--- src/hw/rtl/fcs_pkg.sv ---
// Shared types, constants and state codes for the framed CRC-16 checksum block.
package fcs_pkg;

  localparam int unsigned CRC_W          = 16;
  localparam int unsigned BYTE_W         = 8;
  localparam int unsigned BIT_CNT_W      = 3;
  localparam int unsigned FRAME_BITS_DEF = 100;

  localparam logic [CRC_W-1:0] CRC_POLY_RST = 16'h1021;

  localparam logic KIND_CRC = 1'b0;
  localparam logic KIND_SUM = 1'b1;

  typedef enum logic [2:0] {
    S_IDLE,
    S_DATA,
    S_CLOSE,
    S_TAIL,
    S_PAD,
    S_SUM
  } fcs_state_t;

  typedef struct packed {
    logic shift;
    logic bit_in;
    logic clear;
  } crc_ctrl_t;

  typedef struct packed {
    logic add;
    logic clear;
  } sum_ctrl_t;

endpackage

--- src/hw/rtl/fcs_crc_lfsr.sv ---
// Bit-serial CRC-16 shift register, one message bit per cycle while shift is set.
module fcs_crc_lfsr (
  input  logic                     clk,
  input  logic                     rst_n,
  input  fcs_pkg::crc_ctrl_t       ctrl,
  input  logic [fcs_pkg::CRC_W-1:0] poly,
  output logic [fcs_pkg::CRC_W-1:0] crc
);
  import fcs_pkg::*;

  logic [CRC_W-1:0] crc_r;
  logic [CRC_W-1:0] crc_nxt;
  logic             fb;

  // feedback is the outgoing top bit against the incoming message bit
  assign fb = crc_r[CRC_W-1] ^ ctrl.bit_in;

  always_comb begin
    crc_nxt = crc_r;
    if (ctrl.clear) begin
      crc_nxt = '0;
    end else if (ctrl.shift) begin
      crc_nxt = {crc_r[CRC_W-2:0], 1'b0} ^ (fb ? poly : '0);
    end
  end

  always_ff @(posedge clk) begin
    if (!rst_n) begin
      crc_r <= '0;
    end else begin
      crc_r <= crc_nxt;
    end
  end

  assign crc = crc_r;

endmodule

--- src/hw/rtl/fcs_eac_sum.sv ---
// End-around-carry accumulator of frame CRCs, with two's complement read-out.
module fcs_eac_sum (
  input  logic                      clk,
  input  logic                      rst_n,
  input  fcs_pkg::sum_ctrl_t        ctrl,
  input  logic [fcs_pkg::CRC_W-1:0] addend,
  output logic [fcs_pkg::CRC_W-1:0] sum,
  output logic [fcs_pkg::CRC_W-1:0] sum_neg
);
  import fcs_pkg::*;

  logic [CRC_W-1:0] sum_r;
  logic [CRC_W-1:0] sum_nxt;
  logic [CRC_W:0]   raw;

  assign raw = {1'b0, sum_r} + {1'b0, addend};

  always_comb begin
    sum_nxt = sum_r;
    if (ctrl.clear) begin
      sum_nxt = '0;
    end else if (ctrl.add) begin
      // fold the carry back into the low end
      sum_nxt = raw[CRC_W-1:0] + {{(CRC_W-1){1'b0}}, raw[CRC_W]};
    end
  end

  always_ff @(posedge clk) begin
    if (!rst_n) begin
      sum_r <= '0;
    end else begin
      sum_r <= sum_nxt;
    end
  end

  assign sum     = sum_r;
  assign sum_neg = ~sum_r + {{(CRC_W-1){1'b0}}, 1'b1};

endmodule

--- src/hw/rtl/frame_crc16_with_checksum.sv ---
// Top level: framed bit-serial CRC-16 with end-around-carry checksum of the frame CRCs.
//
//  channel | ports                                   | direction | beat
//  --------+-----------------------------------------+-----------+-------------------------
//  in      | in_valid in_ready in_data_byte in_is_last | sink    | one data byte
//  out     | out_valid out_ready out_result_kind       | source    | one frame CRC or the
//          | out_result_value out_last_result        |           | final checksum
//  cfg     | cfg_wr_en cfg_wr_data                   | sink      | generator polynomial
//
// Sequence: in S_DATA each byte is shifted through the CRC register one bit a cycle,
// and the next byte is taken on its last bit. A frame that closes inside a byte
// passes through S_CLOSE, which hands its CRC to the output register, and returns to
// S_DATA; one that closes on the last bit goes on to S_IDLE, which takes the next byte.
// After the last byte S_TAIL checks for a partial frame, which S_PAD pads with zero
// bits and S_CLOSE closes; a second S_TAIL check and S_SUM for the checksum follow,
// and the next byte is then taken from S_IDLE.
// Reset (rst_n low, synchronous) clears the CRC, frame count, sum, sequencer and
// output valid flag, and restores the polynomial to 0x1021.
// A stalled output holds its beat; the sequencer waits before loading the next result.
module frame_crc16_with_checksum #(
  parameter int unsigned FRAME_BITS = fcs_pkg::FRAME_BITS_DEF
) (
  input  logic                        clk,
  input  logic                        rst_n,
  // input channel
  input  logic                        in_valid,
  output logic                        in_ready,
  input  logic [fcs_pkg::BYTE_W-1:0]  in_data_byte,
  input  logic                        in_is_last,
  // result channel
  output logic                        out_valid,
  input  logic                        out_ready,
  output logic                        out_result_kind,
  output logic [fcs_pkg::CRC_W-1:0]   out_result_value,
  output logic                        out_last_result,
  // configuration
  input  logic                        cfg_wr_en,
  input  logic [fcs_pkg::CRC_W-1:0]   cfg_wr_data
);
  import fcs_pkg::*;

  localparam int unsigned FCW = (FRAME_BITS > 1) ? $clog2(FRAME_BITS) : 1;
  localparam logic [FCW-1:0] FRAME_LAST = FCW'(FRAME_BITS - 1);

  // sequencer
  fcs_state_t state_r, state_nxt;

  // byte shift register and its bit counter
  logic [BYTE_W-1:0]    byte_sr_r;
  logic [BIT_CNT_W-1:0] bit_cnt_r;
  logic                 byte_done_r;
  logic                 last_r;
  logic [FCW-1:0]       frame_cnt_r;

  // configuration
  logic [CRC_W-1:0] poly_r;

  // output register
  logic             out_valid_r;
  logic             out_kind_r;
  logic [CRC_W-1:0] out_value_r;
  logic             out_last_r;

  // control
  crc_ctrl_t        crc_ctrl;
  sum_ctrl_t        sum_ctrl;
  logic [CRC_W-1:0] crc;
  logic [CRC_W-1:0] sum;
  logic [CRC_W-1:0] sum_neg;
  logic             in_acc;
  logic             out_free;
  logic             frame_end;
  logic             byte_end;
  logic             cnt_step;
  logic             cnt_clear;
  logic             out_load;
  logic             load_kind;
  logic [CRC_W-1:0] load_value;

  assign in_acc    = in_valid && in_ready;
  assign out_free  = !out_valid_r || out_ready;
  assign frame_end = (frame_cnt_r == FRAME_LAST);
  assign byte_end  = (bit_cnt_r == {BIT_CNT_W{1'b1}});

  fcs_crc_lfsr u_crc (
    .clk   (clk),
    .rst_n (rst_n),
    .ctrl  (crc_ctrl),
    .poly  (poly_r),
    .crc   (crc)
  );

  fcs_eac_sum u_sum (
    .clk     (clk),
    .rst_n   (rst_n),
    .ctrl    (sum_ctrl),
    .addend  (crc),
    .sum     (sum),
    .sum_neg (sum_neg)
  );

  // next state
  always_comb begin
    state_nxt = state_r;
    case (state_r)
      S_IDLE: begin
        if (in_valid) begin
          state_nxt = S_DATA;
        end
      end
      S_DATA: begin
        if (frame_end) begin
          state_nxt = S_CLOSE;
        end else if (byte_end) begin
          if (last_r) begin
            state_nxt = S_TAIL;
          end else if (!in_valid) begin
            state_nxt = S_IDLE;
          end
        end
      end
      S_CLOSE: begin
        if (out_free) begin
          if (!byte_done_r) begin
            state_nxt = S_DATA;
          end else if (last_r) begin
            state_nxt = S_TAIL;
          end else begin
            state_nxt = S_IDLE;
          end
        end
      end
      S_TAIL: begin
        // a frame ending exactly on the last byte needs no padding
        state_nxt = (frame_cnt_r != '0) ? S_PAD : S_SUM;
      end
      S_PAD: begin
        if (frame_end) begin
          state_nxt = S_CLOSE;
        end
      end
      S_SUM: begin
        if (out_free) begin
          state_nxt = S_IDLE;
        end
      end
      default: state_nxt = S_IDLE;
    endcase
  end

  // sequencer outputs
  always_comb begin
    in_ready   = 1'b0;
    crc_ctrl   = '0;
    sum_ctrl   = '0;
    cnt_step   = 1'b0;
    cnt_clear  = 1'b0;
    out_load   = 1'b0;
    load_kind  = KIND_CRC;
    load_value = crc;
    case (state_r)
      S_IDLE: begin
        in_ready = 1'b1;
      end
      S_DATA: begin
        crc_ctrl.shift  = 1'b1;
        crc_ctrl.bit_in = byte_sr_r[BYTE_W-1];
        cnt_step        = 1'b1;
        // take the next byte on the eighth bit when nothing else follows
        in_ready        = byte_end && !frame_end && !last_r;
      end
      S_CLOSE: begin
        if (out_free) begin
          out_load       = 1'b1;
          sum_ctrl.add   = 1'b1;
          crc_ctrl.clear = 1'b1;
          cnt_clear      = 1'b1;
        end
      end
      S_PAD: begin
        crc_ctrl.shift  = 1'b1;
        crc_ctrl.bit_in = 1'b0;
        cnt_step        = 1'b1;
      end
      S_SUM: begin
        load_kind  = KIND_SUM;
        load_value = sum_neg;
        if (out_free) begin
          out_load       = 1'b1;
          sum_ctrl.clear = 1'b1;
          crc_ctrl.clear = 1'b1;
          cnt_clear      = 1'b1;
        end
      end
      default: ;
    endcase
  end

  always_ff @(posedge clk) begin
    if (!rst_n) begin
      state_r     <= S_IDLE;
      bit_cnt_r   <= '0;
      byte_done_r <= 1'b0;
      last_r      <= 1'b0;
      frame_cnt_r <= '0;
      poly_r      <= CRC_POLY_RST;
      out_valid_r <= 1'b0;
    end else begin
      state_r <= state_nxt;

      if (cfg_wr_en) begin
        poly_r <= cfg_wr_data;
      end

      // byte register: load on accept, otherwise advance one bit per data cycle
      if (in_acc) begin
        bit_cnt_r   <= '0;
        byte_done_r <= 1'b0;
        last_r      <= in_is_last;
      end else if (crc_ctrl.shift && (state_r == S_DATA)) begin
        bit_cnt_r <= bit_cnt_r + 1'b1;
        if (byte_end) begin
          byte_done_r <= 1'b1;
        end
      end

      if (cnt_clear) begin
        frame_cnt_r <= '0;
      end else if (cnt_step) begin
        frame_cnt_r <= frame_cnt_r + 1'b1;
      end

      // hold a waiting result until taken
      if (out_load) begin
        out_valid_r <= 1'b1;
      end else if (out_ready) begin
        out_valid_r <= 1'b0;
      end
    end
  end

  // payload registers
  always_ff @(posedge clk) begin
    if (in_acc) begin
      byte_sr_r <= in_data_byte;
    end else if (state_r == S_DATA) begin
      byte_sr_r <= {byte_sr_r[BYTE_W-2:0], 1'b0};
    end
    if (out_load) begin
      out_kind_r  <= load_kind;
      out_value_r <= load_value;
      out_last_r  <= (load_kind == KIND_SUM);
    end
  end

  assign out_valid        = out_valid_r;
  assign out_result_kind  = out_kind_r;
  assign out_result_value = out_value_r;
  assign out_last_result  = out_last_r;

`ifndef NO_ASSERTIONS
  // no byte is taken while a frame closes or pads, the tail is checked or the checksum goes out
  a_no_take_busy: assert property (@(posedge clk) disable iff (!rst_n)
    (state_r == S_CLOSE || state_r == S_PAD || state_r == S_SUM || state_r == S_TAIL)
      |-> !in_ready)
    else $error("byte taken while sequencer busy");

  // the frame count never passes the frame length outside the closing cycle
  a_frame_cnt: assert property (@(posedge clk) disable iff (!rst_n)
    (state_r != S_CLOSE) |-> (frame_cnt_r <= FRAME_LAST))
    else $error("frame bit count overran");

  // after the checksum the data set state is back to zero
  a_set_clear: assert property (@(posedge clk) disable iff (!rst_n)
    (out_load && load_kind == KIND_SUM) |=> (sum == '0 && crc == '0 && frame_cnt_r == '0))
    else $error("state not cleared after checksum");

  // a loaded result never overwrites one still waiting
  a_no_overwrite: assert property (@(posedge clk) disable iff (!rst_n)
    out_load |-> (!out_valid_r || out_ready))
    else $error("result overwritten");
`endif

endmodule

--- config.mk ---
export PLATFORM = sky130hd
export DESIGN_NAME = frame_crc16_with_checksum
export DESIGN_NICKNAME = d
export VERILOG_FILES = /design/src/hw/rtl/fcs_pkg.sv /design/src/hw/rtl/fcs_crc_lfsr.sv /design/src/hw/rtl/fcs_eac_sum.sv /design/src/hw/rtl/frame_crc16_with_checksum.sv
export SDC_FILE = /design/constraint.sdc
export NUM_CORES = 1
export LEC_CHECK = 0
export ABC_AREA = 1
export BUFFER_PORTS_ARGS = -buffer_cell sky130_fd_sc_hd__buf_4
export CAP_MARGIN = 10
export CORE_MARGIN = 3
export CORE_UTILIZATION = 54
export DETAILED_ROUTE_END_ITERATION = 8
export GPL_ROUTABILITY_DRIVEN = 0
export MAX_ROUTING_LAYER = met4
export PLACE_DENSITY_LB_ADDON = 0.25
export SYNTH_ARGS = -nofsm -noshare
export SYNTH_HDL_FRONTEND = slang
export SYNTH_SLANG_ARGS = --single-unit
export TNS_END_PERCENT = 50
--- constraint.sdc ---
create_clock -name clk -period 3 [get_ports clk]
set_clock_uncertainty 0.15 [all_clocks]
set_input_delay 0.15 -clock clk [delete_from_list [all_inputs] [get_ports clk]]
set_output_delay 0.15 -clock clk [all_outputs]
set_load 0.005 [all_outputs]
* Yosys cells after proc, flatten, opt, wreduce, memory -nomap -nowiden
Index checks and enable logic that the tools add are counted.
** Storage, ports and cells
- Flip-flop bits (word level) :: 89
- Bits of input ports :: 30
- Output and inout port bits :: 20
** Operators by class
- Add/subtract/negate cells :: 5
- Equal/unequal tests :: 13
- Mux-type cells :: 26
- Bitwise operators :: 4
- Reduce and logical (&&, ||, !) cells :: 19
** Operator list (number)
- 16-bit two-way mux :: 2
- 3-bit two-way mux :: 8
- 3-bit case mux with 6 select lines :: 1
- 16-bit by 16-bit adder with 17-bit output :: 1
- 16-bit by 1-bit adder with 16-bit output :: 1
- 16-bit by 1-bit adder with 16-bit output, second input constant :: 1
- 8-bit two-way mux :: 2
- 16-bit inverter :: 1
- 16-bit bitwise XOR :: 1
- 2-bit OR reduction :: 5
- 3-bit equality test, second input constant :: 3
- 1-bit two-way mux :: 9
- 2-bit != test, second input constant :: 4
- 7-bit by 1-bit adder with 7-bit output, second input constant :: 1
- 7-bit equality test, second input constant :: 1
- 7-bit nonzero test :: 1
- 3-bit by 2-bit equality test with 1-bit output, second input constant :: 2
- 6-bit AND reduction :: 1
- 1-bit logical AND :: 4
- 2-bit two-way mux :: 2
- 4-bit != test, second input constant :: 1
- 2-bit case mux with 2 select lines :: 1
- 2-bit nonzero test :: 2
- 3-bit by 1-bit adder with 3-bit output, second input constant :: 1
- 9 further kinds :: 11

* Longest topological paths before layout
- Depth after elaboration :: 7
- Depth in mapped cells :: 25

* Modules after synthesis
A second synthesis with hierarchy kept.
** Unflattened totals
- Cells, all modules :: 869
- Area, all modules :: 5888.1 um^2
** Modules (own cells, without submodules)
- frame_crc16_with_checksum :: times used 1, cells each 322, area an instance 2568.7 um^2, seq. area each 1391.3 um^2
- fcs_eac_sum :: times used 1, cells each 391, area an instance 2311.0 um^2, seq. area each 320.3 um^2
- fcs_crc_lfsr :: times used 1, cells each 156, area an instance 1008.5 um^2, seq. area each 320.3 um^2

* Worst setup path before layout
Ideal clock, no wire load.
- Kind :: register to register
- Start :: register u_crc.crc_r[0], in the netlist u_crc.crc[0]
- End :: register u_sum.sum_r[8], in the netlist u_sum.sum[8]
- Library setup time :: 115 ps
- Arrival :: 2638 ps
- Data required time :: 2735 ps
- Path slack :: 97 ps
- Stages on the path, launching flop included :: 21
- Clock period less this slack :: 2903 ps
- Cell sequence :: dfxtp_1 > ha_1 > fa_1 > nand3_1 > nand2_2 > nand2_1 > nand2_1 > nand2_1 > nand2_1 > a21oi_1 > o21bai_1 > ha_1 > ha_1 > inv_1 > nor2_1 > nand4_2 > nor2_4 > nand2_2 > xor2_1 > o21ai_0 > inv_1
** Between the ends
- Longest elaborated chain between the ends :: 2
** RTL lines
- from (decl) :: RTL line fcs_crc_lfsr.sv:11 : logic [CRC_W-1:0] crc_r;
- from (signal assigned) :: RTL line fcs_crc_lfsr.sv:31 : crc_r <= crc_nxt;
- 16-bit by 16-bit adder with 17-bit output :: RTL line fcs_eac_sum.sv:16 : assign raw = {1'b0, sum_r} + {1'b0, addend};
- 16-bit by 1-bit adder with 16-bit output :: RTL line fcs_eac_sum.sv:24 : sum_nxt = raw[CRC_W-1:0] + {{(CRC_W-1){1'b0}}, raw[CRC_W]};
- to (signal assigned) :: RTL line fcs_eac_sum.sv:32 : sum_r <= sum_nxt;
- to (decl) :: RTL line fcs_eac_sum.sv:12 : logic [CRC_W-1:0] sum_r;
Every way passes these cells.
A chain may end at the register's enable or synchronous reset.

* Worst setup path after layout
- Start :: register u_crc.crc_r[8], in the netlist u_crc.crc[8]
- End :: register u_sum.sum_r[15], in the netlist u_sum.sum[15]
The elaborated chain is that of the path after synthesis.

==> qor.txt <==
Status: finished with violations
Failing checks: negative setup slack
Pin count of the biggest net entering global routing: 30
P&R area growth vs syn: 28.3%
GRT overflow: 0
Final core utilization: 73.1%
Die height: 106 µm
Reg-to-Reg Start: u_crc.crc[8]
GRT met2 Usage: 48.0%
DR vias: 5469
Clock transition at the registers of the reported paths: 90 ps
CP startpoint kind: register
M3 GR Usage: 3.64%
Post-route setup TNS: -12.5 ps
Core Rows: 35
Mapped Cells: 781
Crit path cell chain: ha_1, nand2_2, nor2_4, and2_4, nand2_2, nand2_2, a21oi_2, o21bai_1, ha_2, nand2_2, nor2_4, nand3_2, nor2_4, nand2_2, nor2_4, nand3_4, nor2_4, nand2_1, nand2_1, nand3_1, nand2_1, inv_1
FF+latch area: 2060 µm²
PortBufs: 49
MaxCap Viol Count: 0
Top Ports: 50
Asr flop ratio synth: 0%
Synth Register Bits: 89
Initial Util: 57.0%
Synth Cell Area: 5410 µm²
DRC violations left: 0
Setup-failing EPs final: 1
CTS Buffer Depth: 2
RSZ-0062 raised after global routing: true
CTS tree: done
Distinct cells, synth: 38
Pwr dens: 460 nW/µm²
Post-Place Cells: 969
Crit end category: register
Hold Startpoint: cfg_wr_en
WP data required: 3120 ps
Syn nets: 835
HPWL after DPL: 10400 µm
GRT Total Usage: 27.2%
Ant. Diodes: 0
Final Cycle Share: 100%
Routed Antenna Nets: 0
GR peak layer: met2
Die footprint: 11300 µm²
H-tree Lvls: 3
CP Class: reg2reg
Fillers: 686
CTS Sinks: 89
Tmin final: 3010 ps
Iter 0 DRT Violations: 364
Initial antenna violation count: 0
Worst vdd ir: 0.000411 V
Global-route wire length before repair: 23900 µm
Hold crit path type: in2reg
Vias/cell: 5.27
Initial DRT Pass Iterations: 8
Syn avg cell area: 6.93 µm²
Crit path from: u_crc.crc[8]
Met1 GRT Util: 33.0%
Slew @ Worst Pin: 440 ps
CTS root buf: clkbuf_8
CP max FO: 3
Yosys warns: 0
Crit path DAT: 3140 ps
Final hold slack: 63.6 ps
Critical path's slowest cell: dfxtp_1
Pleak: 0.00313 µW
Final net count: 957
Sequential area share after synthesis: 37.5%
DR WL/cell: 14.2 µm
EDFF count, synth: 25
Delay-heaviest family, CP: simple AND/OR/NAND/NOR gates
Multi-input gate area: 2980 µm²
Hold Vio Cnt, Final: 0
TritonCTS Buffers: 9
DP Worst Slack: -111 ps
Worst Slack Setup Final: -12.5 ps
Final Non-Filler Cells: 1037
Pins Over Slew Limit: 0
Die X: 106 µm
Total core area: 9500 µm²
F_max: 0.332 GHz
Crit-path max cell delay: 350 ps
Worst-Skew Late Latency: 360 ps
Vias in the first global route: 5112
Slew HR: 70.5%
Synth Flop Type: dfxtp_1
Buf/Inv on CP: 1
Ratio of cells with drive above 1 in the final layout: 19.2%
Routed WL: 14700 µm
-- Yosys cell counts, types with 12 or more instances --
master	instances	share of area (%)
nand2_1	201	14
inv_1	122	8.5
nor2_1	70	4.9
dfxtp_1	64	24
o21ai_0	54	5.0
nand3_1	48	4.4
a21oi_1	47	4.3
edfxtp_1	25	14
ha_1	23	5.3
xor2_1	18	2.9
nand2_2	13	1.5
nand4_1	12	1.4
-- worst paths after layout --
| kind | endpoint | slack (ps) | cells past startpoint |
|---|---|---|---|
| setup reg to reg | u_sum.sum[15] | -10 | 22 |
| setup / recovery | u_sum.sum[15] | -10 | 22 |
| hold / removal | poly_r[14] | 60 | 3 |
| hold reg to reg | bit_cnt_r[1] | 320 | 2 |
-- repair_timing --
action	in CTS	in global routing
endpoints found under the setup margin	5	11
hold buffers	42	0
hold endpoints to repair	27	0
pin swaps	6	16
gates resized for setup	10	35
setup buffers	4	6
-- worst register-to-register path: cells and delay by family (launching register included) --
kind | cells | cell delay (ps)
AOI/OAI and AO/OA | 2 | 210
adders and majority gates | 2 | 560
buffers and inverters | 1 | 30
DFF | 1 | 350
and+or+nand+nor | 17 | 1640
-- state kept, by name (all words and copies together), names as in the netlist --
| signal | cells |
|---|---|
| poly_r | 16 |
| byte_done_r | 1 |
| out_valid | 1 |
| out_result_value | 16 |
| byte_sr_r | 8 |
| u_sum.sum | 16 |
| u_crc.crc | 16 |
| frame_cnt_r | 7 |
| out_last_result | 1 |
| state_r | 3 |
| bit_cnt_r | 3 |
| last_r | 1 |
-- final cells by class --
type	instances	share of cell area (%)
Tap cell	129	2.32
Multi-Input combinational cell	543	42.9
Timing Repair Buffer	126	15.1
Inverter	134	7.28
Sequential cell	89	29.6
Clock buffer	10	1.84
Clock inverter	6	0.937
-- through the flow --
step | area (µm²) | total power (µW)
2_1_floorplan | 5410 | 2020
3_3_place_gp | 6060 | 2250
3_5_place_dp | 6060 | 2280
4_1_cts | 6760 | 3140
5_1_grt | 6950 | 3380
6_report | 6950 | 3200
-- cell families (layout without fill, tap and decap cells) --
kind of cell,count (synthesis),after routing,synth area share [%]
xor+xnor,21,21,3.40
buf+inv,149,276,10.6
compound gates,127,127,12.3
fa+ha+maj,24,24,5.69
flops,89,89,37.5
simple gates,371,371,30.5
-- per-layer routing --
metal	share of wire [%]	vias to the layer above
met5	0	-
met2	50	185
met3	5.5	21
li1	-	2750
met1	43	2513
met4	1.5	0
-- where the power goes --
| part | switching (µW) | total (µW) | internal, µW |
|---|---|---|---|
| Combinational | 550 | 916 | 367 |
| Sequential | 95.0 | 1460 | 1360 |
| Clock | 435 | 823 | 389 |
| Total | 1080 | 3200 | 2120 |
-- layout by cell type (no fill, tap or decap), drive strengths merged --
| cell type | netlist | layout |
|---|---|---|
| o32ai | 1 | 1 |
| o22ai | 9 | 9 |
| o21bai | 1 | 1 |
| and2 | 2 | 2 |
| o21ai | 64 | 64 |
| clkinv | 2 | 4 |
| inv | 132 | 134 |
| o311ai | 1 | 1 |
| ha | 23 | 23 |
| buf | 5 | 84 |
| o221ai | 1 | 1 |
| o211ai | 1 | 1 |
| a21oi | 47 | 47 |
| nand3 | 50 | 50 |
| nor2 | 81 | 81 |
| dlygate4sd3 | 0 | 42 |
| nor3 | 7 | 7 |
| edfxtp | 25 | 25 |
| clkinvlp | 0 | 1 |
| a31oi | 1 | 1 |
| xnor2 | 3 | 3 |
| dfxtp | 64 | 64 |
| nand3b | 3 | 3 |
| bufinv | 0 | 1 |
| clkbuf | 10 | 10 |
| nor4 | 1 | 1 |
| fa | 1 | 1 |
| o31ai | 1 | 1 |
| nand4 | 13 | 13 |
| xor2 | 18 | 18 |
| nand2 | 214 | 214 |
(Power assumes the default switching activity.)
